<file path="src/ple_pkg.sv">
// ----------------------------------------------------------------------------
// ple_pkg
// Shared types and constants of the positional list engine: operation codes,
// field widths, the cell command, the result lane and the controller states.
// ----------------------------------------------------------------------------
package ple_pkg;

    localparam int DEF_CAPACITY = 64;
    localparam int DATA_W       = 32;
    localparam int POS_W        = 7;
    localparam int KIND_W       = 3;

    typedef enum logic [KIND_W-1:0] {
        KIND_INSERT = 3'd0,
        KIND_DELETE = 3'd1,
        KIND_READ   = 3'd2,
        KIND_SEARCH = 3'd3,
        KIND_CLEAR  = 3'd4
    } t_kind;

    typedef enum logic [1:0] {
        S_IDLE,
        S_SCAN,
        S_EMIT
    } t_state;

    typedef struct packed {
        logic shift_in;
        logic shift_out;
        logic load;
        logic search;
    } t_cell_op;

    typedef struct packed {
        logic              tag;
        logic [DATA_W-1:0] data;
    } t_lane;

    typedef struct packed {
        logic                     status;
        logic signed [DATA_W-1:0] value;
        logic [POS_W-1:0]         fpos;
    } t_res;

endpackage

</file>
<file path="src/ple_cell.sv">
// ----------------------------------------------------------------------------
// ple_cell
// One list slot: holds an element, shifts it toward its neighbors on insert
// and delete, and drives one stage of the result lane toward slot zero.
// ----------------------------------------------------------------------------
module ple_cell
    import ple_pkg::*;
#(
    parameter int CAPACITY = DEF_CAPACITY,
    parameter int INDEX    = 0,
    localparam int IDX_W   = $clog2(CAPACITY),
    localparam int CNT_W   = $clog2(CAPACITY + 1)
) (
    input  logic              i_clk,
    input  t_cell_op          i_op,
    input  logic [IDX_W-1:0]  i_slot,
    input  logic [CNT_W-1:0]  i_count,
    input  logic [DATA_W-1:0] i_value,
    input  logic [DATA_W-1:0] i_left_data,
    input  logic [DATA_W-1:0] i_right_data,
    input  t_lane             i_right_lane,
    output logic [DATA_W-1:0] o_data,
    output t_lane             o_lane
);

    localparam logic [IDX_W-1:0] MY_IDX = IDX_W'(INDEX);
    localparam logic [CNT_W-1:0] MY_CNT = CNT_W'(INDEX);

    logic [DATA_W-1:0] r_data;
    t_lane             r_lane;
    logic              w_sel;

    assign w_sel = i_op.search ? ((r_data == i_value) && (MY_CNT < i_count))
                               : (MY_IDX == i_slot);

    always_ff @(posedge i_clk) begin
        if (i_op.shift_in) begin
            if (MY_IDX == i_slot) begin
                r_data <= i_value;
            end else if (MY_IDX > i_slot) begin
                r_data <= i_left_data;
            end
        end else if (i_op.shift_out) begin
            if (MY_IDX >= i_slot) begin
                r_data <= i_right_data;
            end
        end
    end

    always_ff @(posedge i_clk) begin
        if (i_op.load) begin
            r_lane.tag  <= w_sel;
            r_lane.data <= r_data;
        end else begin
            r_lane <= i_right_lane;
        end
    end

    assign o_data = r_data;
    assign o_lane = r_lane;

endmodule

</file>
<file path="config.mk">
export PLATFORM = sky130hd
export DESIGN_NAME = ple_cell
export DESIGN_NICKNAME = d
export VERILOG_FILES = /design/src/ple_pkg.sv /design/src/ple_cell.sv
export SDC_FILE = /design/constraint.sdc
export NUM_CORES = 1
export LEC_CHECK = 0
export ABC_AREA = 1
export BUFFER_PORTS_ARGS = -buffer_cell sky130_fd_sc_hd__buf_2
export CAP_MARGIN = 5
export CORE_AREA = 5 5 82 103
export DETAILED_ROUTE_END_ITERATION = 6
export DIE_AREA = 0 0 87 108
export PLACE_DENSITY = 0.94
export SLEW_MARGIN = 0
export SYNTH_ARGS = -nofsm -noshare
export SYNTH_HDL_FRONTEND = slang
export SYNTH_SLANG_ARGS = --single-unit
</file>
<file path="constraint.sdc">
create_clock -name i_clk -period 8.4 [get_ports i_clk]
set_clock_uncertainty 0.15 [all_clocks]
set_input_delay 0.84 -clock i_clk [delete_from_list [all_inputs] [get_ports i_clk]]
set_output_delay 0.84 -clock i_clk [all_outputs]
set_load 0.05 [all_outputs]
</file>
* Word level (Yosys, flattened, before mapping) *
Cells that the tools add are included.

storage, ports and cells
  register bits after elaboration = 65
  bits in latches = 0
  memory bits (writable) = 0
  memory bits (read-only) = 0
  input bits = 147
  output and inout bits = 65
  word-level logic and storage cells = 20
  memories kept = 0

cells by class
  $add $sub $neg = 0
  multiply operators = 0
  divide/modulo/power cells = 0
  magnitude comparators = 3
  eq/ne operators = 2
  shift-type cells = 0
  multiplexer cells = 7
  bitwise operators = 0
  reduce and logical (&&, ||, !) cells = 5

operators with widths
  operator            number
  $mux 32             5
  $mux 33             1
  $eq 32x32->1        1
  $lt 1x7->1 const A  1
  $ge 1x6->1 const A  1
  $gt 1x6->1 const A  1
  $logic_not 6->1     1
  $reduce_bool 2->1   2
  $ne 3x1->1 const B  1
  $reduce_and 3->1    1
  $logic_and 1x1->1   1
  $mux 1              1

* Depth between registers and ports, before layout *
Gate-level depths: netlist of run 1.

  depth after elaboration = 4
  gate-level depth with buffers = 10
  mapped depth without buffers = 10

* Worst setup path after synthesis of run 1 *
Ideal clock, no wire load.

  kind = input to register
  start = in i_op[3] (netlist bit)
  end = reg r_data[0], in the netlist o_data[0] (enable)
  library setup time = 0.421 ns
  arrival = 2.705 ns
  data required time = 7.829 ns
  setup slack = 5.124 ns
  stages on the path = 4
  path buffers = 2
  cell sequence = buf_2 > clkbuf_1 > nor2_1 > nor2_1

between the ends
  cells in the longest elaborated chain, start to end = 2
  elaborated cells on any way between the ends = 4
  classes of those cells = eq/ne (1); reduce/logical (3)

ends and longest elaborated chain
  item                                                              line            RTL
  from (decl)                                                       ple_cell.sv:15  input t_cell_op i_op,
  $ne 3x1->1 (no line) / $reduce_bool 2->1 (equally long branches)  --
  $reduce_and 3->1 (no line) (*)                                    --
  to (signal assigned)                                              ple_cell.sv:39  r_data <= i_value;
  to (signal assigned)                                              ple_cell.sv:41  r_data <= i_left_data;
  to (signal assigned)                                              ple_cell.sv:45  r_data <= i_right_data;
  to (decl)                                                         ple_cell.sv:29  logic [DATA_W-1:0] r_data;

Mark *: on every way between the ends. The rest lies on a longest branch, timed or not.
A chain may end at the register's enable or synchronous reset.

* Final worst setup path of run 1 *
  start = in i_op[3] (netlist bit)
  end = reg r_data[15], in the netlist o_data[15], data pin

between the ends
  cells in the longest elaborated chain, start to end = 1

ends and longest elaborated chain
  item     line            RTL
  $mux 32  ple_cell.sv:37  if (i_op.shift_in) begin

Every way passes these cells.

==> results.json, run 1 <==
{
  "status": "completed",
  "clk_path_buf_depth": 2,
  "period_share_pct": 29.8,
  "min_to": "o_lane[22]$_DFF_P_",
  "hold_violations": 0,
  "antenna_found_initial": 0,
  "reg2reg_depth": 7,
  "nNetsFinal": 793,
  "rr_endpoint": "o_lane[32]$_DFF_P_",
  "pin_count": 212,
  "vias": 3666,
  "holdBufCountCts": 0,
  "critPathArrivalTime_ns": 2.43,
  "wl_mm": 11.5,
  "nFillCells": 660,
  "clock_sinks": 65,
  "die_h_um": 108,
  "grt_overflow": 0,
  "worst_slew_pin_slew_ns": 1.06,
  "synth-seq-area-share_pct": 49.7,
  "synth_cell_types": 20,
  "post_cts_buffers": 0,
  "peakVddDrop_v": 0.0000966,
  "grt_pass1_vias": 3680,
  "hold_class": "register to register",
  "min_path_cells": 2,
  "dp_hpwl_mm": 8.89,
  "maxCapViolations": 0,
  "period_needed_ns": 2.50,
  "r2r_slack_ns": 6.98,
  "critical_path.endpoint_type": "register",
  "setup_viol": 0,
  "clkTransAtPathRegs_ns": 0.07,
  "synthToLayoutAreaGrowth_pct": 38.8,
  "synth_area_per_cell_um2": 7.38,
  "drt_iter0_drc": 259,
  "syn_inst": 442,
  "reg2reg_from": "o_data[26]$_DFFE_PP_",
  "setup_tns_ns": 0,
  "portBuffers": 211,
  "p_leak_uw": 0.00232,
  "rsz0062_at_grt": "false",
  "syn_area_um2": 3260,
  "cts_tree": "yes",
  "gp_congestion": 0.915,
  "yosys_warnings": 0,
  "min-delay-start": "o_data[22]$_DFFE_PP_",
  "ant_nets": 0,
  "cts_root_buffer": "clkbuf_8",
  "start_util_pct": 44.6,
  "dieWidth_um": 87,
  "maxSlewViolCount": 0,
  "grt_usage_pct": 23.9,
  "cp-start-kind": "input port",
  "routedWlPerCell_um": 15.5,
  "path_class": "input port to register",
  "fp-row-count": 35,
  "coreArea_um2": 7310,
  "cts_made_buffers": 9,
  "n_antenna_cell": 0,
  "crit_fanout": 34,
  "cp.required_ns": 8.33,
  "ys_ff_latch": 65,
  "syn-num-nets": 589,
  "drive_above_1_share_pct": 35.6,
  "die_area_um2": 9400,
  "cts.repair.resized": 0,
  "relSlewSlack_pct": 29.2,
  "powerDensity_nw_per_um2": 164,
  "ctsHtreeMaxLevel": 3,
  "p_total_uw": 743,
  "grt_max_degree": 54,
  "grt_pass1_wl_mm": 17.5,
  "max_freq_mhz": 400,
  "dr.pass1.iters": 5,
  "vias_per_cell": 4.93,
  "insertion_delay_ns": 0.34,
  "drc": 0,
  "fin_util_pct": 62.0
}
cell type report:
cell class	count	area [um2]	area share [%]
clock inverters	2	10.0	0.221
inverters	46	174	3.84
repair buffers	212	1060	23.5
well taps	92	115	2.54
multi-input cells	312	1370	30.3
flip-flops and latches	65	1620	35.8
clock buffers	14	174	3.84
sequential cells by signal, summed over array words and instances, names as in the netlist:
name    count
o_data     32
o_lane     33
layer usage:
metal	vias to the layer above	GRT usage, %	share of wire, %
met5	-	0	0
met4	0	8.80	2.4
met3	25	5.11	8.2
met2	189	43.8	53
met1	1642	26.8	36
li1	1810	-	-
cells in the final DEF (no fill, tap or decap), drive strengths merged:
cell type,instances
nand4,5
xnor2,10
nor2,56
dfxtp,33
edfxtp,32
o22ai,1
o21ai,20
nand3,3
nand2,150
a21oi,66
clkbuf,14
clkinv,3
buf,212
o211ai,1
inv,45
synth_stat cells (all sizes together):
library cell | number | area share [%]
clkinv | 1 | 0.15
a21oi | 66 | 10
xnor2 | 10 | 2.7
nand3 | 3 | 0.61
o22ai | 1 | 0.19
o211ai | 1 | 0.23
nand4 | 5 | 0.96
edfxtp | 32 | 29
o21ai | 20 | 3.1
buf | 10 | 2.1
nor2 | 56 | 6.6
dfxtp | 33 | 20
inv | 45 | 5.2
nand2 | 150 | 17
clkbuf | 9 | 1.0
worst max-delay path by stage:
stage                  from  slack (ns)                    to  cells after the start
floorplan           i_op[3]        5.12   o_data[0]$_DFFE_PP_                      4
finish              i_op[3]        5.90  o_data[15]$_DFFE_PP_                      4
global placement    i_op[3]        5.59  o_data[14]$_DFFE_PP_                      3
CTS                 i_op[3]        5.92  o_data[15]$_DFFE_PP_                      3
detailed placement  i_op[3]        5.55  o_data[14]$_DFFE_PP_                      3
global route        i_op[3]        5.75  o_data[27]$_DFFE_PP_                      4
per-stage QoR:
step	setup slack (ns)	cells	area, um2	hold WS (ns)
2_1_floorplan	5.12	442	3260	0.669
3_3_place_gp	5.59	727	4350	0.346
3_5_place_dp	5.55	727	4350	0.358
4_1_cts	5.92	743	4530	0.377
5_1_grt	5.75	743	4530	0.399
6_report	5.90	743	4530	0.378
worst max-delay path: stages:
cell	delay, ns
buf_2	0.51
inv_1	0.66
a21oi_1	0.31
a21oi_1	0.10
where the power goes:
part / switching, uW / internal [uW] / leakage, uW
logic: 92.0 / 49.5 / 0.00165
registers: 3.72 / 345 / 0.000576
clock network: 120 / 133 / 0.0000956
cell families (layout without fill, tap and decap cells):
| group | Yosys count | after routing | synth area share [%] |
|---|---|---|---|
| XOR/XNOR | 10 | 10 | 2.68 |
| flip-flops | 65 | 65 | 49.7 |
| AO/OA/AOI/OAI | 88 | 88 | 13.7 |
| AND/OR/NAND/NOR | 214 | 214 | 25.4 |
| buffers and inverters | 65 | 274 | 8.47 |
(Power assumes the default switching activity.)
==> run 2, diff against run 1 <==
--- a/config.mk
+++ b/config.mk
@@ -5,13 +5,13 @@
 export SDC_FILE = /design/constraint.sdc
 export NUM_CORES = 1
 export LEC_CHECK = 0
-export ABC_AREA = 1
+export ABC_AREA = 0
 export BUFFER_PORTS_ARGS = -buffer_cell sky130_fd_sc_hd__buf_2
 export CAP_MARGIN = 5
-export CORE_AREA = 5 5 82 103
+export CORE_AREA = 5 5 88 110
 export DETAILED_ROUTE_END_ITERATION = 6
-export DIE_AREA = 0 0 87 108
-export PLACE_DENSITY = 0.94
+export DIE_AREA = 0 0 93 115
+export PLACE_DENSITY = 0.85
 export SLEW_MARGIN = 0
 export SYNTH_ARGS = -nofsm -noshare
 export SYNTH_HDL_FRONTEND = slang
==> constraint.sdc (replaced) <==
create_clock -name i_clk -period 2.03 [get_ports i_clk]
set_clock_uncertainty 0.15 [all_clocks]
set_input_delay 0.203 -clock i_clk [delete_from_list [all_inputs] [get_ports i_clk]]
set_output_delay 0.203 -clock i_clk [all_outputs]
set_load 0.05 [all_outputs]
==> results.json, run 2 <==
{
  "status": "completed",
  "synth_flop_cell": "dfxtp_1",
  "maxCapViolations": 0,
  "clock_sinks": 65,
  "grt_pass1_wl_mm": 15.8,
  "maxSlewViolCount": 0,
  "coreArea_um2": 8560,
  "grt_max_degree": 63,
  "die_area_um2": 10700,
  "setup_tns_ns": 0,
  "period_needed_ns": 1.72,
  "async_reset_ff_share_pct": 0,
  "clkTransAtPathRegs_ns": 0.07,
  "yosys_warnings": 0,
  "relSlewSlack_pct": 66.4,
  "dr.pass1.iters": 4,
  "cp_num_cells": 6,
  "ys_ff_latch": 65,
  "portBuffers": 211,
  "post_cts_buffers": 0,
  "rsz0062_at_grt": "false",
  "cts_made_buffers": 9,
  "largest_reg_flops": 33,
  "pin_count": 212,
  "critical_path.endpoint_type": "register",
  "max_freq_mhz": 582,
  "crit_buf_inv": 1,
  "synth-simple-area-share_pct": 7.53,
  "drc": 0,
  "final_common_cell": "buf_2",
  "synth_top_cell_area_share_pct": 31.3,
  "cts.repair.resized": 0,
  "dp_hpwl_mm": 8.09,
  "grt_usage_pct": 19.7,
  "synth_compound_area_share_pct": 5.86,
  "reg2reg_depth": 6,
  "dieWidth_um": 93,
  "clk_path_buf_depth": 2,
  "cp.required_ns": 2.14,
  "worst_slew_pin_slew_ns": 0.499,
  "powerDensity_nw_per_um2": 637,
  "insertion_delay_ns": 0.33,
  "drive_above_1_share_pct": 51.9,
  "synth_most_common_cell": "nor2_1",
  "nNetsFinal": 658,
  "crit_path_start": "o_data[6]$_DFFE_PP_",
  "final_cell_mix": "buf_2 (211), nor2_1 (34), a21oi_1 (33), dlygate4sd3_1 (33), dfxtp_1 (33)",
  "synth_commonest_cells": "nor2_1 (35), a21oi_1 (33), dfxtp_1 (33)",
  "reg2reg_from": "o_data[6]$_DFFE_PP_",
  "start_util_pct": 35.9,
  "min-delay-start": "i_right_data[2]",
  "final_cell_area_um2": 4760,
  "hold_violations": 0,
  "cpPeakStageDelay_ns": 0.41,
  "period_share_pct": 84.6,
  "cp_top_family": "simple AND/OR/NAND/NOR gates",
  "synth_area_per_cell_um2": 11.7,
  "fin_util_pct": 55.6,
  "drt_iter0_drc": 71,
  "crit_chain": "xnor2_1 -> nand4_1 -> nor4_1 -> buf_4 -> nand3_1 -> o21ai_0",
  "cp-start-kind": "register",
  "synth_cell_types": 19,
  "ys_top_cells_by_area": "edfxtp_1 (31%), dfxtp_1 (21%), mux2_2 (12%)",
  "die_h_um": 115,
  "grt_pass1_vias": 3245,
  "critPathArrivalTime_ns": 1.82,
  "peakVddDrop_v": 0.000425,
  "syn_inst": 262,
  "gp_congestion": 0.840,
  "vias_per_cell": 4.75,
  "cts_root_buffer": "clkbuf_8",
  "synth_top_family_by_area": "multiplexers",
  "routedWlPerCell_um": 16.9,
  "ctsHtreeMaxLevel": 3,
  "wl_mm": 10.4,
  "setup_viol": 0,
  "fp-row-count": 38,
  "yosysTopAreaCell": "edfxtp_1",
  "synth-seq-area-share_pct": 52.8,
  "p_leak_uw": 0.00237,
  "cts_tree": "yes",
  "path_class": "register to register",
  "synthMuxAreaShare_pct": 22.1,
  "syn_area_um2": 3070,
  "hold_class": "input port to register",
  "dpl_cell_area_um2": 4260,
  "ant_nets": 0,
  "synthAdderAreaFrac_pct": 0,
  "grt_overflow": 0,
  "synthToLayoutAreaGrowth_pct": 55.0,
  "vias": 2928,
  "synth_edf_count": 32,
  "crit_path_top_delay_cell": "edfxtp_1",
  "syn-num-nets": 409,
  "min_path_cells": 3,
  "antenna_found_initial": 1,
  "synth_xor_area_share_pct": 9.12,
  "crit_fanout": 3,
  "holdBufCountCts": 33
}
## run 2: final cells by class
type	instances	area (um2)
Clock inverter	3	15.0
Tap cell	100	125
Fill cell	701	3800
Sequential cell	65	1620
Antenna cell	1	2.50
Clock buffer	13	159
Multi-Input combinational cell	183	1380
Timing Repair Buffer	252	1460
## run 2: stage by stage
stage	worst slack [ns]	std cells	hold WS, ns	total power (uW)
final	0.312	617	0.0303	3030
after floorplan	0.122	262	0.184	1790
after global routing	0.0739	616	0.00959	3180
after CTS	0.278	616	0.000381	3080
after global placement	0.308	567	0.278	2030
after detailed placement	0.290	567	0.283	2040
## run 2: where the power goes
group | switching (uW) | internal [uW] | total (uW) | leakage, uW
sequential | 15.1 | 1420 | 1440 | 0.000576
combinational | 344 | 273 | 617 | 0.00170
clock | 471 | 505 | 976 | 0.0000932
## run 2: worst reg2reg max path, delay by kind of cell (launching register included)
kind	cells	cell delay [ns]
flip-flops	1	0.41
AO/OA/AOI/OAI	1	0.17
XOR/XNOR	1	0.27
AND/OR/NAND/NOR	3	0.49
buffers and inverters	1	0.15
## run 2: kinds of logic after synthesis
family / after synthesis
AOI/OAI and AO/OA: 36
xor gates and xnor gates: 32
and+or+nand+nor: 51
DFF: 65
buffers and inverters: 14
muxes: 64
## run 2: worst paths after layout
check / slack (ns) / to
setup / recovery: 0.31 / o_lane[32]$_DFF_P_
hold / removal: 0.03 / o_data[2]$_DFFE_PP_
setup reg to reg: 0.31 / o_lane[32]$_DFF_P_
hold reg to reg: 0.40 / o_lane[6]$_DFF_P_
## run 2: layer usage
layer / wire length [um] / GRT usage (%) / vias up / share of wire (%)
li1: - / - / 1441 / -
met1: 3770 / 20.1 / 1317 / 36
met2: 5550 / 36.3 / 148 / 53
met3: 870 / 5.63 / 20 / 8.3
met4: 224 / 9.87 / 2 / 2.1
met5: 18 / 0 / - / 0.17
