$ cat src/ple_pkg.sv
// ----------------------------------------------------------------------------
// ple_pkg
// Shared types and constants of the positional list engine: operation codes,
// field widths, the cell command, the result lane and the controller states.
// ----------------------------------------------------------------------------
package ple_pkg;

    localparam int DEF_CAPACITY = 64;
    localparam int DATA_W       = 32;
    localparam int POS_W        = 7;
    localparam int KIND_W       = 3;

    typedef enum logic [KIND_W-1:0] {
        KIND_INSERT = 3'd0,
        KIND_DELETE = 3'd1,
        KIND_READ   = 3'd2,
        KIND_SEARCH = 3'd3,
        KIND_CLEAR  = 3'd4
    } t_kind;

    typedef enum logic [1:0] {
        S_IDLE,
        S_SCAN,
        S_EMIT
    } t_state;

    typedef struct packed {
        logic shift_in;
        logic shift_out;
        logic load;
        logic search;
    } t_cell_op;

    typedef struct packed {
        logic              tag;
        logic [DATA_W-1:0] data;
    } t_lane;

    typedef struct packed {
        logic                     status;
        logic signed [DATA_W-1:0] value;
        logic [POS_W-1:0]         fpos;
    } t_res;

endpackage

$ cat src/ple_ctrl.sv
// ----------------------------------------------------------------------------
// ple_ctrl
// Operation sequencer: checks positions, keeps the element count, drives the
// cell row, watches the result lane at slot zero and holds the output beat.
// ----------------------------------------------------------------------------
module ple_ctrl
    import ple_pkg::*;
#(
    parameter int CAPACITY = DEF_CAPACITY,
    localparam int IDX_W   = $clog2(CAPACITY),
    localparam int CNT_W   = $clog2(CAPACITY + 1)
) (
    input  logic                     i_clk,
    input  logic                     i_rst_n,
    input  logic                     i_in_valid,
    output logic                     o_in_ready,
    input  logic [KIND_W-1:0]        i_kind,
    input  logic [POS_W-1:0]         i_position,
    output logic                     o_out_valid,
    input  logic                     i_out_ready,
    output logic                     o_status,
    output logic signed [DATA_W-1:0] o_value_out,
    output logic [POS_W-1:0]         o_found_position,
    output logic [POS_W-1:0]         o_length,
    output logic                     o_is_empty,
    output t_cell_op                 o_op,
    output logic [IDX_W-1:0]         o_slot,
    output logic [CNT_W-1:0]         o_count,
    input  t_lane                    i_lane
);

    localparam int WIDE_W = ((CNT_W > POS_W) ? CNT_W : POS_W) + 1;

    t_state           r_state, n_state;
    logic [CNT_W-1:0] r_count, n_count;
    logic [CNT_W-1:0] r_lim,   n_lim;
    logic [IDX_W-1:0] r_idx,   n_idx;
    t_kind            r_kind,  n_kind;
    t_res             r_res,   n_res;
    logic             r_out_valid, n_out_valid;
    t_res             r_out,   n_out;
    logic [POS_W-1:0] r_len,   n_len;
    logic             r_empty, n_empty;

    logic              w_accept;
    logic [WIDE_W-1:0] w_pos;
    logic [WIDE_W-1:0] w_cnt;
    logic              w_ins_ok;
    logic              w_acc_ok;
    logic              w_out_free;
    t_cell_op          w_op;

    assign w_accept   = i_in_valid && (r_state == S_IDLE);
    assign w_pos      = WIDE_W'(i_position);
    assign w_cnt      = WIDE_W'(r_count);
    assign w_ins_ok   = (i_position != '0) && (w_pos <= w_cnt + WIDE_W'(1))
                        && (r_count != CNT_W'(CAPACITY));
    assign w_acc_ok   = (i_position != '0) && (w_pos <= w_cnt);
    assign w_out_free = !r_out_valid || i_out_ready;

    always_comb begin
        n_state     = r_state;
        n_count     = r_count;
        n_lim       = r_lim;
        n_idx       = r_idx;
        n_kind      = r_kind;
        n_res       = r_res;
        n_out_valid = r_out_valid && !i_out_ready;
        n_out       = r_out;
        n_len       = r_len;
        n_empty     = r_empty;
        w_op        = '0;
        unique case (r_state)
            S_IDLE: begin
                if (w_accept) begin
                    n_res   = '{status: 1'b1, value: '0, fpos: '0};
                    n_kind  = t_kind'(i_kind);
                    n_lim   = r_count;
                    n_idx   = '0;
                    n_state = S_EMIT;
                    unique case (t_kind'(i_kind))
                        KIND_INSERT: begin
                            if (w_ins_ok) begin
                                w_op.shift_in = 1'b1;
                                n_count       = r_count + CNT_W'(1);
                                n_res.status  = 1'b0;
                            end
                        end
                        KIND_DELETE: begin
                            if (w_acc_ok) begin
                                w_op.shift_out = 1'b1;
                                w_op.load      = 1'b1;
                                n_count        = r_count - CNT_W'(1);
                                n_state        = S_SCAN;
                            end
                        end
                        KIND_READ: begin
                            if (w_acc_ok) begin
                                w_op.load = 1'b1;
                                n_state   = S_SCAN;
                            end
                        end
                        KIND_SEARCH: begin
                            n_res.status = 1'b0;
                            if (r_count != '0) begin
                                w_op.load   = 1'b1;
                                w_op.search = 1'b1;
                                n_state     = S_SCAN;
                            end
                        end
                        KIND_CLEAR: begin
                            n_count      = '0;
                            n_res.status = 1'b0;
                        end
                        default: begin
                            n_res.status = 1'b1;
                        end
                    endcase
                end
            end
            S_SCAN: begin
                if (i_lane.tag) begin
                    n_res.status = 1'b0;
                    if (r_kind == KIND_SEARCH) begin
                        n_res.fpos = POS_W'(r_idx) + POS_W'(1);
                    end else begin
                        n_res.value = i_lane.data;
                    end
                    n_state = S_EMIT;
                end else if (CNT_W'(r_idx) + CNT_W'(1) == r_lim) begin
                    n_res   = '{status: 1'b0, value: '0, fpos: '0};
                    n_state = S_EMIT;
                end else begin
                    n_idx = r_idx + IDX_W'(1);
                end
            end
            S_EMIT: begin
                if (w_out_free) begin
                    n_out_valid = 1'b1;
                    n_out       = r_res;
                    n_len       = POS_W'(r_count);
                    n_empty     = (r_count == '0);
                    n_state     = S_IDLE;
                end
            end
            default: begin
                n_state = S_IDLE;
            end
        endcase
    end

    always_ff @(posedge i_clk) begin
        if (!i_rst_n) begin
            r_state     <= S_IDLE;
            r_count     <= '0;
            r_out_valid <= 1'b0;
        end else begin
            r_state     <= n_state;
            r_count     <= n_count;
            r_out_valid <= n_out_valid;
        end
    end

    always_ff @(posedge i_clk) begin
        r_lim   <= n_lim;
        r_idx   <= n_idx;
        r_kind  <= n_kind;
        r_res   <= n_res;
        r_out   <= n_out;
        r_len   <= n_len;
        r_empty <= n_empty;
    end

    assign o_in_ready       = (r_state == S_IDLE);
    assign o_out_valid      = r_out_valid;
    assign o_status         = r_out.status;
    assign o_value_out      = r_out.value;
    assign o_found_position = r_out.fpos;
    assign o_length         = r_len;
    assign o_is_empty       = r_empty;
    assign o_op             = w_op;
    assign o_slot           = IDX_W'(w_pos - WIDE_W'(1));
    assign o_count          = r_count;

endmodule

$ cat config.mk
export PLATFORM = sky130hd
export DESIGN_NAME = ple_ctrl
export DESIGN_NICKNAME = d
export VERILOG_FILES = /design/src/ple_pkg.sv /design/src/ple_ctrl.sv
export SDC_FILE = /design/constraint.sdc
export NUM_CORES = 1
export LEC_CHECK = 0
export BUFFER_PORTS_ARGS = -buffer_cell sky130_fd_sc_hd__buf_2
export CAP_MARGIN = 20
export CORE_AREA = 2 2 78 155
export CTS_CLUSTER_SIZE = 28
export DETAILED_ROUTE_END_ITERATION = 6
export DIE_AREA = 0 0 80 157
export PLACE_DENSITY = 0.67
export SLEW_MARGIN = 5
export SYNTH_ARGS = -nofsm -noshare
export SYNTH_HDL_FRONTEND = slang
export SYNTH_SLANG_ARGS = --single-unit
$ cat constraint.sdc
create_clock -name i_clk -period 4.3 [get_ports i_clk]
set_clock_uncertainty 0.2 [all_clocks]
set_input_delay 0.86 -clock i_clk [delete_from_list [all_inputs] [get_ports i_clk]]
set_output_delay 0.86 -clock i_clk [all_outputs]
set_load 0.03 [all_outputs]
[After elaboration in Yosys (flattened, before gate mapping)]
Cells that the tools add are included.
Cells by class
  $add $sub $neg: 6
  multiply operators: 0
  div/mod/pow operators: 0
  $lt $le $gt $ge: 2
  equality and inequality tests: 18
  shift-type cells: 0
  multiplexer cells: 35
  bitwise gates (word level): 0
  reductions and logical operators: 25
Operator list (number)
  two-way mux 40 bit: 3
  one-hot mux 40 bit (2 select lines): 1
  two-way mux 32 bit: 1
  two-way mux 7 bit: 3
  one-hot mux 7 bit (3 select lines): 1
  two-way mux 6 bit: 3
  two-way mux 2 bit: 8
  nonzero test 7 bit: 2
  one-hot mux 6 bit (2 select lines): 1
  AND reduction 4 bit: 3
  != test 2 bit (second input constant): 5
  == test 3 x 2 -> 1 bit (second input constant): 3
  != test 3 bit (second input constant): 3
  adder 7 x 1 -> 8 bit (second input constant): 1
  <= comparator 7 x 8 -> 1 bit: 1
  two-way mux 1 bit: 8
  two-way mux 4 bit: 2
  adder 6 x 1 -> 7 bit (second input constant): 1
  adder 7 x 1 -> 7 bit (second input constant): 1
  == test 7 bit: 1
  <= comparator 7 bit: 1
  logical NOT 7 bit: 1
  != test 7 bit (second input constant): 1
  subtractor 7 x 1 -> 7 bit (second input constant): 1
  other kinds (22): 30
Word-level totals
  bits in registers: 114
  latch bits: 0
  RAM bits: 0
  memory bits (read-only): 0
  bits of input ports: 47
  output and inout port bits: 67
  word-level logic and storage cells: 100
  memories kept: 0

[Logic depth before layout (Yosys ltp)]
Gate-level depths: netlist (run 1).
  word-level depth: 8
  mapped depth: 10
  depth with buffers taken out: 10

[Worst setup path after synthesis (run 1)]
Ideal clock, no wire load.
  path type: register to output
  start point: register r_count[0], in the netlist o_count[0]
  end point: output port o_op[3] (netlist bit)
  arrival time: 3016 ps
  path slack: 224 ps
  cell stages (with the launch flop): 10
  path buffers: 0
  cell sequence: dfxtp_1 ha_1 nand3_1 nor3_1 xnor2_1 ha_1 and3_1 a221oi_1 a21oi_1 nor3_1
RTL lines
  start, declared: line ple_ctrl.sv:35  | logic [CNT_W-1:0] r_count, n_count;
  start signal, assigned: line ple_ctrl.sv:159  | r_count <= n_count;
  end, declared: line ple_ctrl.sv:26  | output t_cell_op o_op,

==> flow_metrics.py, run 1 <==
metrics = {
    "global_route": {
        "grt_max_degree": 38,
        "first_global_vias": 3554,
        "grt_pass1_wl_mm": 17.69,
        "grt.overflow.total": 0,
        "gr-usage-all-layers_pct": 19.22,
        "antenna_found_initial": 0,
    },
    "clock_network": {
        "clk_latency_ps": 410,
        "h-tree-depth": 4,
        "root_buffer": "clkbuf_16",
        "cts_tree": "done",
        "numCtsBuffers": 17,
        "clock-sinks": 114,
        "clkTransAtPathRegs_ps": 60,
        "clockBufferDepth": 2,
        "cts_hold_buf": 0,
    },
    "critical_path": {
        "crit_chain": "and3_1 > nand3_1 > xnor2_1 > ha_1 > and3_1 > a221oi_2 > a21oi_1 > nor3_1 > buf_2",
        "cp_max_fo": 8,
        "cp-start-kind": "flop",
        "cp.arrival_ps": 3000,
        "critPathCaptureType": "primary output",
        "critical-path-max-stage-delay_ps": 530,
        "required_ps": 3240,
        "cp_common_cell": "and3_1",
        "rr_worst_depth": 9,
        "path_depth": 9,
        "critPathTopFamily": "simple AND/OR/NAND/NOR gates",
        "setup.worst_path.class": "reg -> out",
        "r2r_setup_slack_ps": 740,
        "crit_slowest_cell": "dfxtp_1",
        "path_buf_inv": 1,
    },
    "synthesis": {
        "synth_nets": 434,
        "syn_inst": 362,
        "synth_area_sq_mm": 0.005050,
        "synth_xor_area_share_pct": 4.832,
        "ys_async_sr_fraction_pct": 0,
        "ys.flop_type": "edfxtp_1",
        "synth-compound-area-share_pct": 6.566,
        "synth_top_family_by_area": "simple AND/OR/NAND/NOR gates",
        "yosys_register_bits": 114,
        "synthMuxAreaShare_pct": 0.9911,
        "synth_edf_count": 104,
        "synthSimpleGateAreaFrac_pct": 12.98,
        "seq_area_frac_synth_pct": 65.81,
        "avgSynthCellArea_sq_um": 13.95,
        "yosys.area_share.adder_pct": 6.343,
        "yosys_warnings": 0,
        "synth_cell_type_count": 52,
    },
    "sta": {
        "period_needed_ps": 4063,
        "timing_hold_violations_final": 0,
        "hold_ws_ps": 215.2,
        "report.final.slew_viol_count": 0,
        "finalCritPeriodShare_pct": 94.50,
        "relSlewSlack_pct": 40.80,
        "worst_pin_slew_ps": 886.3,
        "max_freq_ghz": 0.2461,
        "tns_ps": 0,
        "grt_setup_unrepaired": "false",
        "setup_viol": 0,
    },
    "cells_and_area": {
        "syn_to_final_growth_pct": 27.40,
        "fillers": 938,
        "drive_gt1_share_pct": 32.60,
        "final_cell_mix": "buf_2 (113), edfxtp_1 (104), and3_1 (38)",
        "regArea_sq_mm": 0.003326,
        "layout_commonest_cell": "buf_2",
        "fin_nets": 559,
        "fin_util_pct": 57.01,
        "diodes": 0,
        "multi_input_area_sq_mm": 0.001633,
    },
    "placement": {
        "gp_congestion": 0.9114,
        "hpwlAfterDp_mm": 8.697,
        "numPortBuffers": 113,
    },
    "power_and_ir_drop": {
        "vdd_drop_max_uv": 291.3,
        "leakagePower_nw": 2.728,
        "power.density_mw_per_mm2": 474.3,
        "totalPowerFinal_mw": 3.051,
    },
    "floorplanning": {
        "ios": 114,
        "chipWidth_microns": 80,
        "core-area_sq_mm": 0.01129,
        "die_h_microns": 157,
        "start_util_pct": 44.75,
        "die_area_sq_mm": 0.01256,
        "rows": 55,
    },
    "drt": {
        "ant_nets": 0,
        "via_count": 3469,
        "wl_per_cell_microns": 18.24,
        "drt_iter0_markers": 195,
        "route.detailed.drc": 0,
        "first_pass_iters": 6,
        "finalWirelength_mm": 11.71,
        "via_per_inst": 5.403,
    },
    "worst_hold_path": {
        "whs_path_depth": 0,
        "hold_class": "reg -> reg",
    },
    "status": {
        "status": "finished clean",
    },
    "run": {
        "maxCapViolCount": 0,
    },
}
## cells in the mapped netlist, types with 6 or more instances
cell type	instances	area, sq um
nand3_1	11	55.05
a21oi_1	7	35.03
inv_1	17	63.81
clkbuf_1	10	37.54
nor2_1	20	75.07
xor2_1	10	87.58
dfxtp_1	10	200.2
and3_1	38	237.7
o21ai_0	6	30.03
xnor2_1	10	87.58
ha_1	24	300.3
nand2_1	14	52.55
nor3_1	8	40.04
edfxtp_1	104	3123
## layout make-up
class | instances | area share (%)
Clock buffer | 17 | 6.612
Clock inverter | 15 | 3.073
Inverter | 17 | 0.9918
Multi-Input combinational cell | 218 | 25.38
Sequential cell | 114 | 51.69
Tap cell | 142 | 2.762
Timing Repair Buffer | 119 | 9.490
## what timing repair did
| action | 4_1_cts | 5_1_grt |
|---|---|---|
| gates resized for setup | 0 | 3 |
| buffers inserted | 0 | 0 |
| endpoints found under the setup margin | 0 | 1 |
| hold endpoints to repair | 0 | 0 |
## metrics by stage
step                instance area, sq um  setup slack [ps]  std cells
global route                        6434             11.50        642
CTS                                 6425             80.86        642
finish                              6434             236.6        642
global placement                    5802             489.7        610
detailed placement                  5802             448.4        610
floorplan                           5050             224.2        362
## flip-flops by register name, indices dropped and copies added (netlist names), 2 cells and up
register and flops:
o_count 7, o_length 7, o_value_out 32, r_res 40, r_state 2, o_found_position 7
r_kind 3, r_idx 6, r_lim 7
## cell families after synthesis
kind of cell / after synthesis
mux: 5
buf+inv: 30
xor+xnor: 23
flops: 114
compound gates: 46
simple gates: 119
fa+ha+maj: 25
## metal layers
layer	track usage, %	vias to the layer above	share of wire (%)
li1	-	1621	-
met5	0	-	0
met1	17.65	1653	32
met4	13.56	0	6.1
met3	4.415	41	5.2
met2	35.63	154	57
## final timing paths
check / startpoint / endpoint
max: o_count[4] / o_op[3]
min: r_res[16] / o_value_out[9]
max reg2reg: o_count[4] / o_count[1]
min reg2reg: r_res[16] / o_value_out[9]
## power by group
group | leakage, nW | internal [mW] | switching [mW]
combinational | 1.34 | 0.0890 | 0.193
sequential | 1.08 | 1.29 | 0.0245
clock | 0.304 | 0.930 | 0.527
Power figures use the tool's default switching activity.
==> inputs of run 2 (changes only) <==
Settings changed: PLACE_DENSITY 0.67 to 0.68.
==> run 2 against run 1 <==
Largest cell class unchanged. Die area unchanged. Register-to-register slack better by 240 ps. Cell area up 0.60%. Maximum frequency down 2.4%. Highest routed layer unchanged. Critical path depth up 1.
==> flow_metrics.py, run 2 (synthesis gave the netlist of run 1 again) <==
metrics = {
    "critical_path": {
        "cp_max_fo": 3,
        "critPathCaptureType": "primary output",
        "setup.worst_path.class": "reg -> out",
        "critical-path-max-stage-delay_ps": 430,
        "required_ps": 3240,
        "path_buf_inv": 1,
        "crit_slowest_cell": "a221oi_1",
        "cp.arrival_ps": 3100,
        "cp-start-kind": "flop",
        "crit_chain": "ha_1 > nand3_1 > nor3_1 > xnor2_1 > ha_1 > and3_1 > a221oi_1 > a21oi_1 > nor3_1 > buf_2",
        "critPathTopFamily": "simple AND/OR/NAND/NOR gates",
    },
    "sta": {
        "timing_hold_violations_final": 0,
        "grt_setup_unrepaired": "false",
        "worst_slack_ps": 136.5,
        "tns_ps": 0,
        "relSlewSlack_pct": 43.73,
        "report.final.slew_viol_count": 0,
        "setup_viol": 0,
        "worst_pin_slew_ps": 842.1,
        "max_freq_ghz": 0.2402,
        "finalCritPeriodShare_pct": 96.82,
        "period_needed_ps": 4163,
        "hold_ws_ps": 214.7,
    },
    "global_route": {
        "first_global_vias": 3605,
        "gr-usage-all-layers_pct": 19.31,
        "grt_pass1_wl_mm": 17.85,
        "grt_max_degree": 37,
        "antenna_found_initial": 0,
        "grt.overflow.total": 0,
    },
    "clock_network": {
        "cts_tree": "done",
        "root_buffer": "clkbuf_16",
        "clkTransAtPathRegs_ps": 60,
        "numCtsBuffers": 17,
        "cts_resized": 0,
        "cts_setup_buffers": 0,
        "clockBufferDepth": 2,
        "cts_hold_buf": 0,
        "h-tree-depth": 4,
        "clk_latency_ps": 400,
        "clock-sinks": 114,
    },
    "placement": {
        "postPlaceCellArea_sq_mm": 0.005839,
        "post-place-ws_ps": 537.1,
        "hpwlAfterDp_mm": 8.412,
        "numPortBuffers": 113,
        "gp_congestion": 0.8789,
        "dp.cells": 615,
    },
    "drt": {
        "finalWirelength_mm": 11.40,
        "drt_iter0_markers": 242,
        "first_pass_iters": 4,
        "via_count": 3446,
        "route.detailed.drc": 0,
        "wl_per_cell_microns": 17.62,
        "ant_nets": 0,
        "via_per_inst": 5.326,
    },
    "cells_and_area": {
        "drive_gt1_share_pct": 32.48,
        "largest_register_ffs": 40,
        "fillers": 967,
        "fin_util_pct": 57.35,
        "finalInstanceArea_sq_mm": 0.006472,
        "final_cell_mix": "buf_2 (113), edfxtp_1 (104), and3_1 (38)",
        "syn_to_final_growth_pct": 28.17,
        "final_cells": 647,
        "max_flop_register": "r_res",
        "layout_commonest_cell": "buf_2",
        "fin_nets": 564,
        "diodes": 0,
    },
    "floorplanning": {
        "core-area_sq_mm": 0.01129,
        "ios": 114,
        "rows": 55,
        "chipWidth_microns": 80,
        "die_area_sq_mm": 0.01256,
        "start_util_pct": 44.75,
        "die_h_microns": 157,
    },
    "power_and_ir_drop": {
        "leakagePower_nw": 2.745,
        "totalPowerFinal_mw": 3.061,
        "vdd_drop_max_uv": 308.0,
        "power.density_mw_per_mm2": 473.0,
    },
    "worst_hold_path": {
        "hold_class": "reg -> reg",
    },
    "run": {
        "maxCapViolCount": 0,
    },
    "status": {
        "status": "finished clean",
    },
}
## run 2: power by group
group          switching (mW)  internal, mW
Sequential             0.0230          1.29
Combinational           0.193        0.0902
Clock                   0.492         0.975
## run 2: metal layers
metal | track usage (%) | vias to the layer above | routed length [microns]
met2 | 36.23 | 121 | 6700
li1 | - | 1633 | -
met5 | 0 | - | 0
met4 | 9.685 | 0 | 338
met3 | 5.505 | 27 | 516
met1 | 18.48 | 1665 | 3846
## run 2: path summary, 6_finish.rpt
kind | slack (ps) | to | start | cells past startpoint
max | 140 | o_op[3] | o_count[1] | 10
min | 210 | o_found_position[5] | r_res[5] | 0
max reg2reg | 980 | o_count[1] | o_count[1] | 10
min reg2reg | 210 | o_found_position[5] | r_res[5] | 0
## run 2: layout make-up
class | count | area (sq um) | share of cell area [%]
Multi-Input combinational cell | 218 | 1627 | 25.13
Tap cell | 142 | 177.7 | 2.745
Timing Repair Buffer | 124 | 648.1 | 10.01
Inverter | 17 | 63.81 | 0.9859
Sequential cell | 114 | 3323 | 51.34
Clock buffer | 17 | 425.4 | 6.573
Clock inverter | 15 | 207.7 | 3.209
